## src/rtl/core/cmp_pkg.sv

```systemverilog
// Shared types, character codes and fixed-point constants for the coordinate
// message parser. No dependencies.
package cmp_pkg;

    localparam int FRAC_DIGITS = 3;
    localparam int VALUE_WIDTH = 32;
    localparam int OUT_W       = 32;
    localparam int NUM_FIELDS  = 4;

    function automatic longint unsigned pow10(input int n);
        longint unsigned r;
        r = 1;
        for (int k = 0; k < n; k++) begin
            r = r * 10;
        end
        return r;
    endfunction

    localparam longint unsigned UNIT_FULL = pow10(FRAC_DIGITS);
    localparam int UNIT_W = $clog2(UNIT_FULL + 1);
    localparam int ADD_W  = $clog2(9 * UNIT_FULL + 1);
    localparam int CNT_W  = $clog2(FRAC_DIGITS + 1);
    localparam int SUM_W  = ((VALUE_WIDTH + 4 > ADD_W) ? VALUE_WIDTH + 4 : ADD_W) + 1;

    localparam logic [UNIT_W-1:0]      UNIT       = UNIT_W'(UNIT_FULL);
    localparam logic [VALUE_WIDTH-1:0] VALUE_MAX  = {VALUE_WIDTH{1'b1}};
    localparam logic [VALUE_WIDTH-1:0] MAX_DIV10  = VALUE_MAX / 10;
    localparam logic [VALUE_WIDTH-1:0] VALUE_INIT = VALUE_WIDTH'(UNIT_FULL);

    // Weight of the next fraction digit, indexed by fraction digits still counted.
    typedef logic [FRAC_DIGITS:0][UNIT_W-1:0] weight_tab_t;

    function automatic weight_tab_t build_weights();
        weight_tab_t     w;
        longint unsigned p;
        p    = 1;
        w[0] = '0;
        for (int k = 1; k <= FRAC_DIGITS; k++) begin
            w[k] = UNIT_W'(p);
            p    = p * 10;
        end
        return w;
    endfunction

    localparam weight_tab_t FRAC_WEIGHT = build_weights();

    // ASCII codes
    localparam logic [7:0] CH_LT    = 8'h3C;
    localparam logic [7:0] CH_GT    = 8'h3E;
    localparam logic [7:0] CH_COLON = 8'h3A;
    localparam logic [7:0] CH_COMMA = 8'h2C;
    localparam logic [7:0] CH_DOT   = 8'h2E;
    localparam logic [7:0] CH_X     = 8'h78;
    localparam logic [7:0] CH_Y     = 8'h79;
    localparam logic [7:0] CH_Z     = 8'h7A;
    localparam logic [7:0] CH_A     = 8'h61;
    localparam logic [7:0] CH_ZERO  = 8'h30;
    localparam logic [7:0] CH_NINE  = 8'h39;

    // Field slots
    localparam logic [1:0] FLD_X       = 2'd0;
    localparam logic [1:0] FLD_Y       = 2'd1;
    localparam logic [1:0] FLD_Z       = 2'd2;
    localparam logic [1:0] FLD_HEADING = 2'd3;

    typedef enum logic [3:0] {
        PH_WAIT       = 4'd0,
        PH_NAME       = 4'd1,
        PH_COLON      = 4'd2,
        PH_FIRST      = 4'd3,
        PH_INT        = 4'd4,
        PH_FRAC_FIRST = 4'd5,
        PH_FRAC       = 4'd6,
        PH_DONE       = 4'd7,
        PH_ERROR      = 4'd8
    } phase_t;

    typedef enum logic [1:0] {
        VOP_HOLD  = 2'd0,
        VOP_FIRST = 2'd1,
        VOP_INT   = 2'd2,
        VOP_FRAC  = 2'd3
    } vop_t;

    typedef struct packed {
        logic       is_digit;
        logic [3:0] digit;
        logic       is_lt;
        logic       is_gt;
        logic       is_colon;
        logic       is_comma;
        logic       is_dot;
        logic       is_name;
        logic [1:0] name_field;
    } char_class_t;

    typedef logic [NUM_FIELDS-1:0][VALUE_WIDTH-1:0] value_set_t;

endpackage

```

## src/rtl/core/cmp_char_class.sv

```systemverilog
// Character classifier: decodes one ASCII code into token flags.
// Depends on cmp_pkg.
module cmp_char_class (
    input  logic [7:0]           char_code,
    output cmp_pkg::char_class_t cls
);

    always_comb begin
        cls            = '0;
        cls.is_digit   = (char_code >= cmp_pkg::CH_ZERO) && (char_code <= cmp_pkg::CH_NINE);
        cls.digit      = cls.is_digit ? 4'(char_code - cmp_pkg::CH_ZERO) : 4'd0;
        cls.is_lt      = (char_code == cmp_pkg::CH_LT);
        cls.is_gt      = (char_code == cmp_pkg::CH_GT);
        cls.is_colon   = (char_code == cmp_pkg::CH_COLON);
        cls.is_comma   = (char_code == cmp_pkg::CH_COMMA);
        cls.is_dot     = (char_code == cmp_pkg::CH_DOT);
        unique case (char_code)
            cmp_pkg::CH_X: begin
                cls.is_name    = 1'b1;
                cls.name_field = cmp_pkg::FLD_X;
            end
            cmp_pkg::CH_Y: begin
                cls.is_name    = 1'b1;
                cls.name_field = cmp_pkg::FLD_Y;
            end
            cmp_pkg::CH_Z: begin
                cls.is_name    = 1'b1;
                cls.name_field = cmp_pkg::FLD_Z;
            end
            cmp_pkg::CH_A: begin
                cls.is_name    = 1'b1;
                cls.name_field = cmp_pkg::FLD_HEADING;
            end
            default: begin
                cls.is_name    = 1'b0;
                cls.name_field = cmp_pkg::FLD_X;
            end
        endcase
    end

endmodule

```

## src/rtl/core/cmp_value_step.sv

```systemverilog
// Saturating fixed-point digit accumulator: d*unit, value*10 + d*unit, or value + d*weight.
// Depends on cmp_pkg.
module cmp_value_step (
    input  cmp_pkg::vop_t                   op,
    input  logic [cmp_pkg::VALUE_WIDTH-1:0] value_in,
    input  logic [3:0]                      digit,
    input  logic [cmp_pkg::CNT_W-1:0]       frac_cnt,
    output logic [cmp_pkg::VALUE_WIDTH-1:0] value_out
);

    logic [cmp_pkg::SUM_W-1:0]  times10;
    logic [cmp_pkg::SUM_W-1:0]  base;
    logic [cmp_pkg::SUM_W-1:0]  sum;
    logic [cmp_pkg::UNIT_W-1:0] weight;
    logic [cmp_pkg::ADD_W-1:0]  addend;
    logic                       mul_sat;

    always_comb begin
        times10 = cmp_pkg::SUM_W'({value_in, 3'b000}) + cmp_pkg::SUM_W'({value_in, 1'b0});
        mul_sat = 1'b0;
        case (op)
            cmp_pkg::VOP_FIRST: begin
                base   = '0;
                weight = cmp_pkg::UNIT;
            end
            cmp_pkg::VOP_INT: begin
                base    = times10;
                weight  = cmp_pkg::UNIT;
                mul_sat = (value_in > cmp_pkg::MAX_DIV10);
            end
            cmp_pkg::VOP_FRAC: begin
                base   = cmp_pkg::SUM_W'(value_in);
                weight = cmp_pkg::FRAC_WEIGHT[frac_cnt];
            end
            default: begin
                base   = cmp_pkg::SUM_W'(value_in);
                weight = '0;
            end
        endcase
        addend = cmp_pkg::ADD_W'(digit) * cmp_pkg::ADD_W'(weight);
        sum    = base + cmp_pkg::SUM_W'(addend);
        if (mul_sat || (sum > cmp_pkg::SUM_W'(cmp_pkg::VALUE_MAX))) begin
            value_out = cmp_pkg::VALUE_MAX;
        end else begin
            value_out = sum[cmp_pkg::VALUE_WIDTH-1:0];
        end
    end

endmodule

```

## src/rtl/core/cmp_parser.sv

```systemverilog
// Parse state machine and field registers; one character per step.
// Depends on cmp_pkg, cmp_char_class and cmp_value_step.
module cmp_parser (
    input  logic                aclk,
    input  logic                aresetn,
    input  logic                step,
    input  logic [7:0]          char_code,
    input  logic                last,
    output cmp_pkg::value_set_t values_next,
    output logic                error_next
);

    cmp_pkg::phase_t                 phase_reg, phase_next;
    logic [1:0]                      sel_reg, sel_next;
    logic [cmp_pkg::CNT_W-1:0]       cnt_reg, cnt_next;
    logic                            error_reg;
    cmp_pkg::value_set_t             values_reg;
    cmp_pkg::char_class_t            cls;
    cmp_pkg::vop_t                   vop;
    logic [cmp_pkg::VALUE_WIDTH-1:0] step_value;

    cmp_char_class u_class (
        .char_code (char_code),
        .cls       (cls)
    );

    cmp_value_step u_step (
        .op        (vop),
        .value_in  (values_reg[sel_reg]),
        .digit     (cls.digit),
        .frac_cnt  (cnt_reg),
        .value_out (step_value)
    );

    always_ff @(posedge aclk) begin
        if (!aresetn || (step && last)) begin
            phase_reg  <= cmp_pkg::PH_WAIT;
            sel_reg    <= cmp_pkg::FLD_X;
            cnt_reg    <= '0;
            error_reg  <= 1'b0;
            values_reg <= {cmp_pkg::NUM_FIELDS{cmp_pkg::VALUE_INIT}};
        end else if (step) begin
            phase_reg  <= phase_next;
            sel_reg    <= sel_next;
            cnt_reg    <= cnt_next;
            error_reg  <= error_next;
            values_reg <= values_next;
        end
    end

    always_comb begin
        phase_next = phase_reg;
        sel_next   = sel_reg;
        cnt_next   = cnt_reg;
        error_next = error_reg;
        vop        = cmp_pkg::VOP_HOLD;
        unique case (phase_reg) inside
            cmp_pkg::PH_WAIT: begin
                if (cls.is_lt) begin
                    phase_next = cmp_pkg::PH_NAME;
                end
            end
            cmp_pkg::PH_NAME: begin
                if (cls.is_name) begin
                    sel_next   = cls.name_field;
                    phase_next = cmp_pkg::PH_COLON;
                end else begin
                    phase_next = cmp_pkg::PH_ERROR;
                    error_next = 1'b1;
                end
            end
            cmp_pkg::PH_COLON: begin
                if (cls.is_colon) begin
                    phase_next = cmp_pkg::PH_FIRST;
                end else begin
                    phase_next = cmp_pkg::PH_ERROR;
                    error_next = 1'b1;
                end
            end
            cmp_pkg::PH_FIRST: begin
                if (cls.is_digit) begin
                    vop        = cmp_pkg::VOP_FIRST;
                    phase_next = cmp_pkg::PH_INT;
                end else begin
                    phase_next = cmp_pkg::PH_ERROR;
                    error_next = 1'b1;
                end
            end
            cmp_pkg::PH_INT: begin
                if (cls.is_digit) begin
                    vop = cmp_pkg::VOP_INT;
                end else if (cls.is_dot) begin
                    cnt_next   = cmp_pkg::CNT_W'(cmp_pkg::FRAC_DIGITS);
                    phase_next = cmp_pkg::PH_FRAC_FIRST;
                end else if (cls.is_comma) begin
                    phase_next = cmp_pkg::PH_NAME;
                end else if (cls.is_gt) begin
                    phase_next = cmp_pkg::PH_DONE;
                end else begin
                    phase_next = cmp_pkg::PH_ERROR;
                    error_next = 1'b1;
                end
            end
            cmp_pkg::PH_FRAC_FIRST, cmp_pkg::PH_FRAC: begin
                if (cls.is_digit) begin
                    // Digits past the last weighted position add zero.
                    vop        = cmp_pkg::VOP_FRAC;
                    cnt_next   = (cnt_reg == '0) ? '0 : cnt_reg - cmp_pkg::CNT_W'(1);
                    phase_next = cmp_pkg::PH_FRAC;
                end else if ((phase_reg == cmp_pkg::PH_FRAC) && cls.is_comma) begin
                    phase_next = cmp_pkg::PH_NAME;
                end else if ((phase_reg == cmp_pkg::PH_FRAC) && cls.is_gt) begin
                    phase_next = cmp_pkg::PH_DONE;
                end else begin
                    phase_next = cmp_pkg::PH_ERROR;
                    error_next = 1'b1;
                end
            end
            default: begin
            end
        endcase
    end

    always_comb begin
        for (int i = 0; i < cmp_pkg::NUM_FIELDS; i++) begin
            values_next[i] = ((vop != cmp_pkg::VOP_HOLD) && (sel_reg == 2'(i)))
                           ? step_value : values_reg[i];
        end
    end

endmodule

```

## src/rtl/core/coordinate_message_parser_unit.sv

```systemverilog
// Result: m_tvalid rises from the result register, loaded when the character marked by
// s_tlast is parsed (the parse step runs while the character sits in the input register).
// Throughput: 1 character per cycle, set by the combinational parse step between the two
// registers; the input holds only while a result in the result register waits on m_tready.
// Reset (aresetn low, synchronous): parser returns to waiting for '<', fields read 1.000,
// error clears, input and result registers empty.
//
// Top level of the coordinate message parser. Depends on cmp_pkg and cmp_parser.
module coordinate_message_parser_unit (
    input  logic         aclk,
    input  logic         aresetn,
    // Input channel
    input  logic         s_tvalid,
    output logic         s_tready,
    input  logic [7:0]   s_tdata,   // [7:0] char_code
    input  logic         s_tlast,   // last
    // Result channel
    output logic         m_tvalid,
    input  logic         m_tready,
    output logic [127:0] m_tdata,   // [31:0] x_value, [63:32] y_value,
                                    // [95:64] z_value, [127:96] heading_value
    output logic         m_tuser    // [0] parse_error
);

    localparam int TDATA_W = cmp_pkg::NUM_FIELDS * cmp_pkg::OUT_W;

    logic                in_valid_reg;
    logic [7:0]          in_char_reg;
    logic                in_last_reg;
    logic                out_valid_reg;
    logic [TDATA_W-1:0]  out_data_reg;
    logic                out_error_reg;
    logic                fire;
    logic                out_free;
    cmp_pkg::value_set_t values_next;
    logic                error_next;
    logic [TDATA_W-1:0]  packed_values;

    // The result register is free when empty or being drained this cycle.
    assign out_free = !out_valid_reg || m_tready;
    // Parse the held character when its result, if any, has somewhere to go.
    assign fire     = in_valid_reg && out_free;
    // Take a new character whenever the input register empties this cycle.
    assign s_tready = !in_valid_reg || fire;

    // Input register: hold one character ahead of the parser.
    always_ff @(posedge aclk) begin
        if (!aresetn) begin
            in_valid_reg <= 1'b0;
        end else if (s_tready) begin
            in_valid_reg <= s_tvalid;
        end
    end

    always_ff @(posedge aclk) begin
        if (s_tvalid && s_tready) begin
            in_char_reg <= s_tdata;
            in_last_reg <= s_tlast;
        end
    end

    cmp_parser u_parser (
        .aclk        (aclk),
        .aresetn     (aresetn),
        .step        (fire),
        .char_code   (in_char_reg),
        .last        (in_last_reg),
        .values_next (values_next),
        .error_next  (error_next)
    );

    // Pack fields lowest first; each value carries its low OUT_W bits.
    always_comb begin
        for (int i = 0; i < cmp_pkg::NUM_FIELDS; i++) begin
            packed_values[i*cmp_pkg::OUT_W +: cmp_pkg::OUT_W] = cmp_pkg::OUT_W'(values_next[i]);
        end
    end

    // Result register: load on the last character, drop once the transfer completes.
    always_ff @(posedge aclk) begin
        if (!aresetn) begin
            out_valid_reg <= 1'b0;
        end else if (fire && in_last_reg) begin
            out_valid_reg <= 1'b1;
        end else if (m_tready) begin
            out_valid_reg <= 1'b0;
        end
    end

    always_ff @(posedge aclk) begin
        if (fire && in_last_reg) begin
            out_data_reg  <= packed_values;
            out_error_reg <= error_next;
        end
    end

    assign m_tvalid = out_valid_reg;
    assign m_tdata  = out_data_reg;
    assign m_tuser  = out_error_reg;

endmodule

```

## config.mk

```make
export PLATFORM = sky130hd
export DESIGN_NAME = coordinate_message_parser_unit
export DESIGN_NICKNAME = d
export VERILOG_FILES = /design/src/rtl/core/cmp_pkg.sv /design/src/rtl/core/cmp_char_class.sv /design/src/rtl/core/cmp_value_step.sv /design/src/rtl/core/cmp_parser.sv /design/src/rtl/core/coordinate_message_parser_unit.sv
export SDC_FILE = /design/constraint.sdc
export NUM_CORES = 1
export LEC_CHECK = 0
export ABC_AREA = 1
export BUFFER_PORTS_ARGS = -buffer_cell sky130_fd_sc_hd__buf_2
export CORE_ASPECT_RATIO = 1.2
export CORE_MARGIN = 1.5
export CORE_UTILIZATION = 50
export DETAILED_ROUTE_END_ITERATION = 6
export PLACE_DENSITY = 0.69
export SLEW_MARGIN = 20
export SYNTH_ARGS = -nofsm -noshare
export SYNTH_HDL_FRONTEND = slang
export SYNTH_HIERARCHICAL = 1
export SYNTH_SLANG_ARGS = --single-unit
```

## constraint.sdc

```tcl
create_clock -name aclk -period 21.2 [get_ports aclk]
set_input_delay 3.18 -clock aclk [delete_from_list [all_inputs] [get_ports aclk]]
set_output_delay 3.18 -clock aclk [all_outputs]
set_load 0.05 [all_outputs]
```

==> results of run 1 <==
==> logic make-up after synthesis <==
group,after synthesis,synth area share (%)
AOI/OAI and AO/OA,251,8.17
DFF,277,37.2
xor gates and xnor gates,29,1.36
buffers and inverters,572,12.2
adders and majority gates,87,6.82
and+or+nand+nor,1439,34.2
==> stage by stage <==
stage / worst slack [ns] / utilization (%) / hold WS, ns / cell area (µm²)
2_1_floorplan: 8.40 / - / 0.441 / 18600
3_3_place_gp: 13.72 / 53.1 / 0.450 / 19500
3_5_place_dp: 13.65 / 53.1 / 0.455 / 19500
4_1_cts: 13.60 / 55.7 / 0.471 / 20500
5_1_grt: 13.00 / 55.7 / 0.499 / 20500
6_report: 13.49 / 55.7 / 0.474 / 20500
==> cell type report <==
| type | count | share of cell area (%) |
|---|---|---|
| multi-input combinational | 1806 | 46.2 |
| clock buffer | 40 | 3.89 |
| inverter | 465 | 8.52 |
| tap | 474 | 2.90 |
| clock inverter | 12 | 0.696 |
| sequential | 277 | 33.8 |
| timing repair buffer | 157 | 4.01 |
==> worst paths after layout <==
path,endpoint,cells past startpoint,startpoint
setup / recovery,m_tdata[33]$_DFFE_PP_,31,in_char_reg[2]$_DFFE_PP_
hold / removal,u_parser/values_reg[71]$_SDFFE_PP1P_,2,u_parser/values_reg[71]$_SDFFE_PP1P_
setup reg to reg,m_tdata[33]$_DFFE_PP_,31,in_char_reg[2]$_DFFE_PP_
hold reg to reg,u_parser/values_reg[71]$_SDFFE_PP1P_,2,u_parser/values_reg[71]$_SDFFE_PP1P_
==> worst register-to-register path, delay by kind of cell (launching register included) <==
kind                     cells  cell delay, ns
flip-flops                   1            0.48
AO/OA/AOI/OAI                4            0.87
adder cells (fa/ha/maj)      5            2.47
AND/OR/NAND/NOR             18            3.18
buffers and inverters        4            0.46
==> power by group through the flow <==
stage / registers, mW / logic, mW / clock network [mW]
after global placement: 0.614 / 0.201 / 0
after detailed placement: 0.614 / 0.205 / 0
after global routing: 0.605 / 0.230 / 0.537
after CTS: 0.603 / 0.206 / 0.517
final: 0.603 / 0.209 / 0.511
after floorplan: 0.639 / 0.129 / 0
==> Yosys cell counts, types with 22 or more instances <==
master / count / area [µm²]
a22oi_1: 33 / 248
dfxtp_1: 139 / 2780
nand3_1: 323 / 1620
fa_1: 24 / 480
a21oi_1: 129 / 646
nand3_2: 38 / 380
and2_1: 31 / 194
o221ai_1: 32 / 280
ha_1: 63 / 788
clkbuf_1: 67 / 251
edfxtp_1: 138 / 4140
nor2_1: 220 / 826
o21ai_0: 31 / 155
inv_1: 448 / 1680
nand2_1: 743 / 2790
nand4_1: 22 / 138
==> layer usage <==
layer / part of all wire [%] / global-route usage (%)
met1: 43 / 39.7
met2: 46 / 45.2
met3: 7.8 / 3.10
met4: 3.2 / 9.97
met5: 0 / 0
==> flow_summary.toml, run 1 <==
[global_route]
grt_usage_pct = 28.3
grt_pass1_vias = 16400
overflow = 0
grt_pass1_wl_um = 86200
grt_antenna_before_repair = 0
grt_max_degree = 97

[logic_synthesis]
synth.net_count = 2755
synth_seq_cells = 277
ys_types = 49
synth_edf_count = 138
synth_area_per_cell_um2 = 7.01
ys.flop_type = "dfxtp_1"
syn_inst = 2655
ys_seq_area_share_pct = 37.2
ys_async_sr_fraction_pct = 0
ys_warn_count = 6
synth_area_mm2 = 0.0186

[outcome]
violations = "DRC"
status = "finished with violations"

[setup_path]
arrival_ns = 8.00
cpPeakStageDelay_ns = 0.65
cp_slowest_cell = "nor2_8"
cp_common_cell = "nand2_1"
path_max_fanout = 32
start_kind = "flop"
cp_num_buf_inv = 4
worst-endpoint-required_ns = 21.49
crit_family = "simple AND/OR/NAND/NOR gates"
crit_type = "flop to flop"
worst_setup_path_end_kind = "flop"
r2r_setup_slack_ns = 13.49

[finish]
fillerInstances = 3527
multi_input_area_mm2 = 0.00946
final_common_cell = "nand2_1"
drive_above_1_share_pct = 11.1
antennaDiodeCount = 0
nNetsFinal = 2835
syn2layout_area_growth_pct = 10.1
instances_no_fill = 3231
final_cell_mix = "nand2_1, inv_1, nand3_1"
register_area_mm2 = 0.00693

[clocking]
holdBufCountCts = 0
clk_pin_slew_ns = 0.07
post_cts_resized = 0
tritoncts = "done"
cts_setup_buffers = 0
clock_path_buffers = 3
cts_max_level = 1
cts_sinks = 277
insertion_delay_ns = 0.56
root_buffer = "clkbuf_16"
cts_made_buffers = 28

[sta]
slew_viol_final = 0
timing.setup.tns_ns = 0
finalSetupViolations = 0
clock.fmax_mhz = 130
finalHoldViolations = 0
post-route-min-period_ns = 7.71
worstMarginPinSlew_ns = 1.13
fin_crit_sh_pct = 36.4
slew_headroom_pct = 24.6
fin_skew_ns = 0.0107
rsz0062_at_grt = "false"

[power_and_ir_drop]
vdd_drop_max_mv = 0.0406
p_switching_uw = 375
clkPwrFrac_pct = 38.6
finalPower_mw = 1.32
p_per_area_mw_per_mm2 = 64.6
power_frac_comb_pct = 15.8
intPower_uw = 948
seqPwrFrac_pct = 45.6
switching_share_pct = 28.4
p_leak_nw = 10.4

[floorplanning]
die_x_um = 179
start_util_pct = 50.6
pin_count = 144
die_area_mm2 = 0.0384
core-area_mm2 = 0.0368
rows = 77
die_h_um = 214

[detailed_routing]
antenna_left = 0
wl_per_cell_um = 17.2
drt_iter0_drc = 1996
viasPerCell = 5.52
routed_wl_um = 55700
drtPass1Iterations = 7
drc = 9
route.vias.total = 17800

[place]
dp_cells = 3179
gp_congestion = 0.949
hpwl_um = 39100
io_buffer_count = 143

[job]
cap_violations = 0

[min_path]
hp-class = "flop to flop"
No activity file was read; power rests on OpenSTA's default activity.
==> run 2: changes to the inputs <==
- ABC_AREA: 1 -> 0
- PLACE_DENSITY: 0.69 -> 0.7
- clock period: 21.2 -> 8 ns (I/O delays scaled with it)
==> run 2 against run 1 <==
The run still ends with DRC left. Design area fell by 5.5%. Power rose by 120%. Flip-flop and latch count unchanged. Wire length shrank 7.6%. Sequential power up 150%. Die area down 8.0%. Global-route usage increased by 0.61 points. Fmax decreased by 0.38%. First-iteration DRC count shrank 32%.
==> flow_summary.toml, run 2 <==
[setup_path]
cpPeakStageDelay_ns = 0.62
start_kind = "flop"
worst_setup_path_end_kind = "flop"
worst-endpoint-required_ns = 8.48
crit_type = "flop to flop"
path_max_fanout = 23
arrival_ns = 8.23
crit_family = "compound AO/OA/AOI/OAI gates"
cp_num_buf_inv = 6
cp_slowest_cell = "o211ai_1"
cp_common_cell = "inv_1"

[global_route]
overflow = 0
grt_max_degree = 110
grt_pass1_vias = 13800
grt_antenna_before_repair = 0
grt_pass1_wl_um = 77700
grt_usage_pct = 29.0

[sta]
fin_crit_sh_pct = 96.8
slew_headroom_pct = 24.6
slew_viol_final = 0
worstMarginPinSlew_ns = 1.12
finalSetupViolations = 0
finalHoldViolations = 0
clock.fmax_mhz = 129
fin_skew_ns = 0.0131
post-route-min-period_ns = 7.74
holdWs_ns = 0.456

[place]
gp_congestion = 0.982
dp_cells = 2281
io_buffer_count = 143
place_area_mm2 = 0.0182
hpwl_um = 35200

[finish]
syn2layout_area_growth_pct = 13.3
register_area_mm2 = 0.00693
multi_input_area_mm2 = 0.00944
antennaDiodeCount = 0
instances_no_fill = 2362
post-route-util_pct = 57.1
drive_above_1_share_pct = 23.8
final_common_cell = "nand2_1"
final_cell_mix = "nand2_1, a21oi_1, buf_2"
fillerInstances = 2986
nNetsFinal = 1984
fin_area_mm2 = 0.0194

[logic_synthesis]
ys_top_cells_by_area = "edfxtp_1, dfxtp_1, mux2_2"
ys_warn_count = 6
synth_common_cells = "nand2_1, a21oi_1, dfxtp_1, edfxtp_1, mux2_2"
synth-xor-area-share_pct = 2.09
synth_seq_cells = 277
synth_compound_area_share_pct = 15.4
ys.flop_type = "dfxtp_1"
syn_inst = 1745
synth_area_mm2 = 0.0171
synth_adder_area_share_pct = 7.42
synth_mux_area_share_pct = 13.2
synth.net_count = 1845
synth_edf_count = 138
yosysTopAreaCell = "edfxtp_1"
synthSimpleGateAreaFrac_pct = 16.8
synth_area_per_cell_um2 = 9.80
synth.most_common_cell = "nand2_1"
synth_top_family_by_area = "simple AND/OR/NAND/NOR gates"
ys_seq_area_share_pct = 40.5
ys_types = 106
synthDominantCellAreaShare_pct = 24.2
ys_async_sr_fraction_pct = 0

[detailed_routing]
drc = 5
drtPass1Iterations = 7
drt_iter0_drc = 1365
wl_per_cell_um = 21.8
antenna_left = 0
route.vias.total = 14400
viasPerCell = 6.08
routed_wl_um = 51500

[floorplanning]
die_x_um = 172
rows = 74
pin_count = 144
core-area_mm2 = 0.0339
die_area_mm2 = 0.0353
die_h_um = 206
start_util_pct = 50.5

[min_path]
hp-class = "flop to flop"

[clocking]
cts_sinks = 277
cts_made_buffers = 28
clk_pin_slew_ns = 0.06
cts_max_level = 1
tritoncts = "done"
root_buffer = "clkbuf_16"
holdBufCountCts = 0
clock_path_buffers = 3
insertion_delay_ns = 0.56

[job]
cap_violations = 0

[outcome]
violations = "DRC"
status = "finished with violations"

[power_and_ir_drop]
vdd_drop_max_mv = 0.149
finalPower_mw = 2.89
p_leak_nw = 7.68
p_per_area_mw_per_mm2 = 149
-- run 2: cell count changes after synthesis, sizes merged, moves of 25 or more --
cell,before,now
a21oi,131,173
o211ai,2,41
nand2,761,339
nand3,361,47
mux2,0,130
clkbuf,67,38
nor2b,0,25
nor2,242,57
inv,461,74
mux4,0,32
-- run 2: metal layers --
layer  part of all wire, %  GRT usage, %  vias to the layer above
li1                      -             -                     6622
met1                    40          37.2                     6989
met2                    48          47.9                      636
met3                   8.7          6.19                      106
met4                   3.5          10.6                        0
met5                     0             0                        -
-- run 2: timing repair --
action,CTS,global route
buffers inserted,0,28
resized for setup,0,7
endpoints found under the hold margin,0,0
setup endpoints to repair,0,206
-- run 2: worst min-delay path, cell delays in order (launching register included) --
cell	delay (ns)
dfxtp_1	0.32
inv_1	0.05
a21oi_1	0.05
-- run 2: power by group --
| part | internal [mW] | leakage [nW] | switching, mW |
|---|---|---|---|
| sequential | 1.49 | 2.49 | 0.00500 |
| clock | 0.756 | 0.456 | 0.567 |
| combinational | 0.0122 | 4.73 | 0.0555 |
-- run 2: through the flow --
stage | setup slack, ns | TNS [ns]
6_report | 0.257 | 0
5_1_grt | -0.00935 | -0.0227
4_1_cts | 0.148 | 0
3_5_place_dp | 0.182 | 0
3_3_place_gp | 0.306 | 0
2_1_floorplan | 0.297 | 0
-- run 2: worst paths after layout --
kind,cells past startpoint,slack (ns),end,startpoint
worst max-delay path,30,0.26,u_parser/values_reg[29]$_SDFFE_PP0P_,in_char_reg[1]$_DFFE_PP_
worst min-delay path,2,0.46,u_parser/error_reg$_SDFFE_PP0P_,u_parser/error_reg$_SDFFE_PP0P_
worst max register to register,30,0.26,u_parser/values_reg[29]$_SDFFE_PP0P_,in_char_reg[1]$_DFFE_PP_
worst min register to register,2,0.46,u_parser/error_reg$_SDFFE_PP0P_,u_parser/error_reg$_SDFFE_PP0P_
-- run 2: cells by family after synthesis --
group | count (synthesis)
buffers and inverters | 175
xor gates and xnor gates | 40
adders and majority gates | 87
DFF | 277
AOI/OAI and AO/OA | 395
muxes | 169
and+or+nand+nor | 602
-- run 2: final cells by class --
class                           instances  share of cell area, %
Multi-Input combinational cell       1293                   48.7
Sequential cell                       277                   35.8
Timing Repair Buffer                  210                   6.37
Clock buffer                           38                   4.08
Tap cell                              456                   2.95
Inverter                               74                   1.43
Clock inverter                         14                  0.653
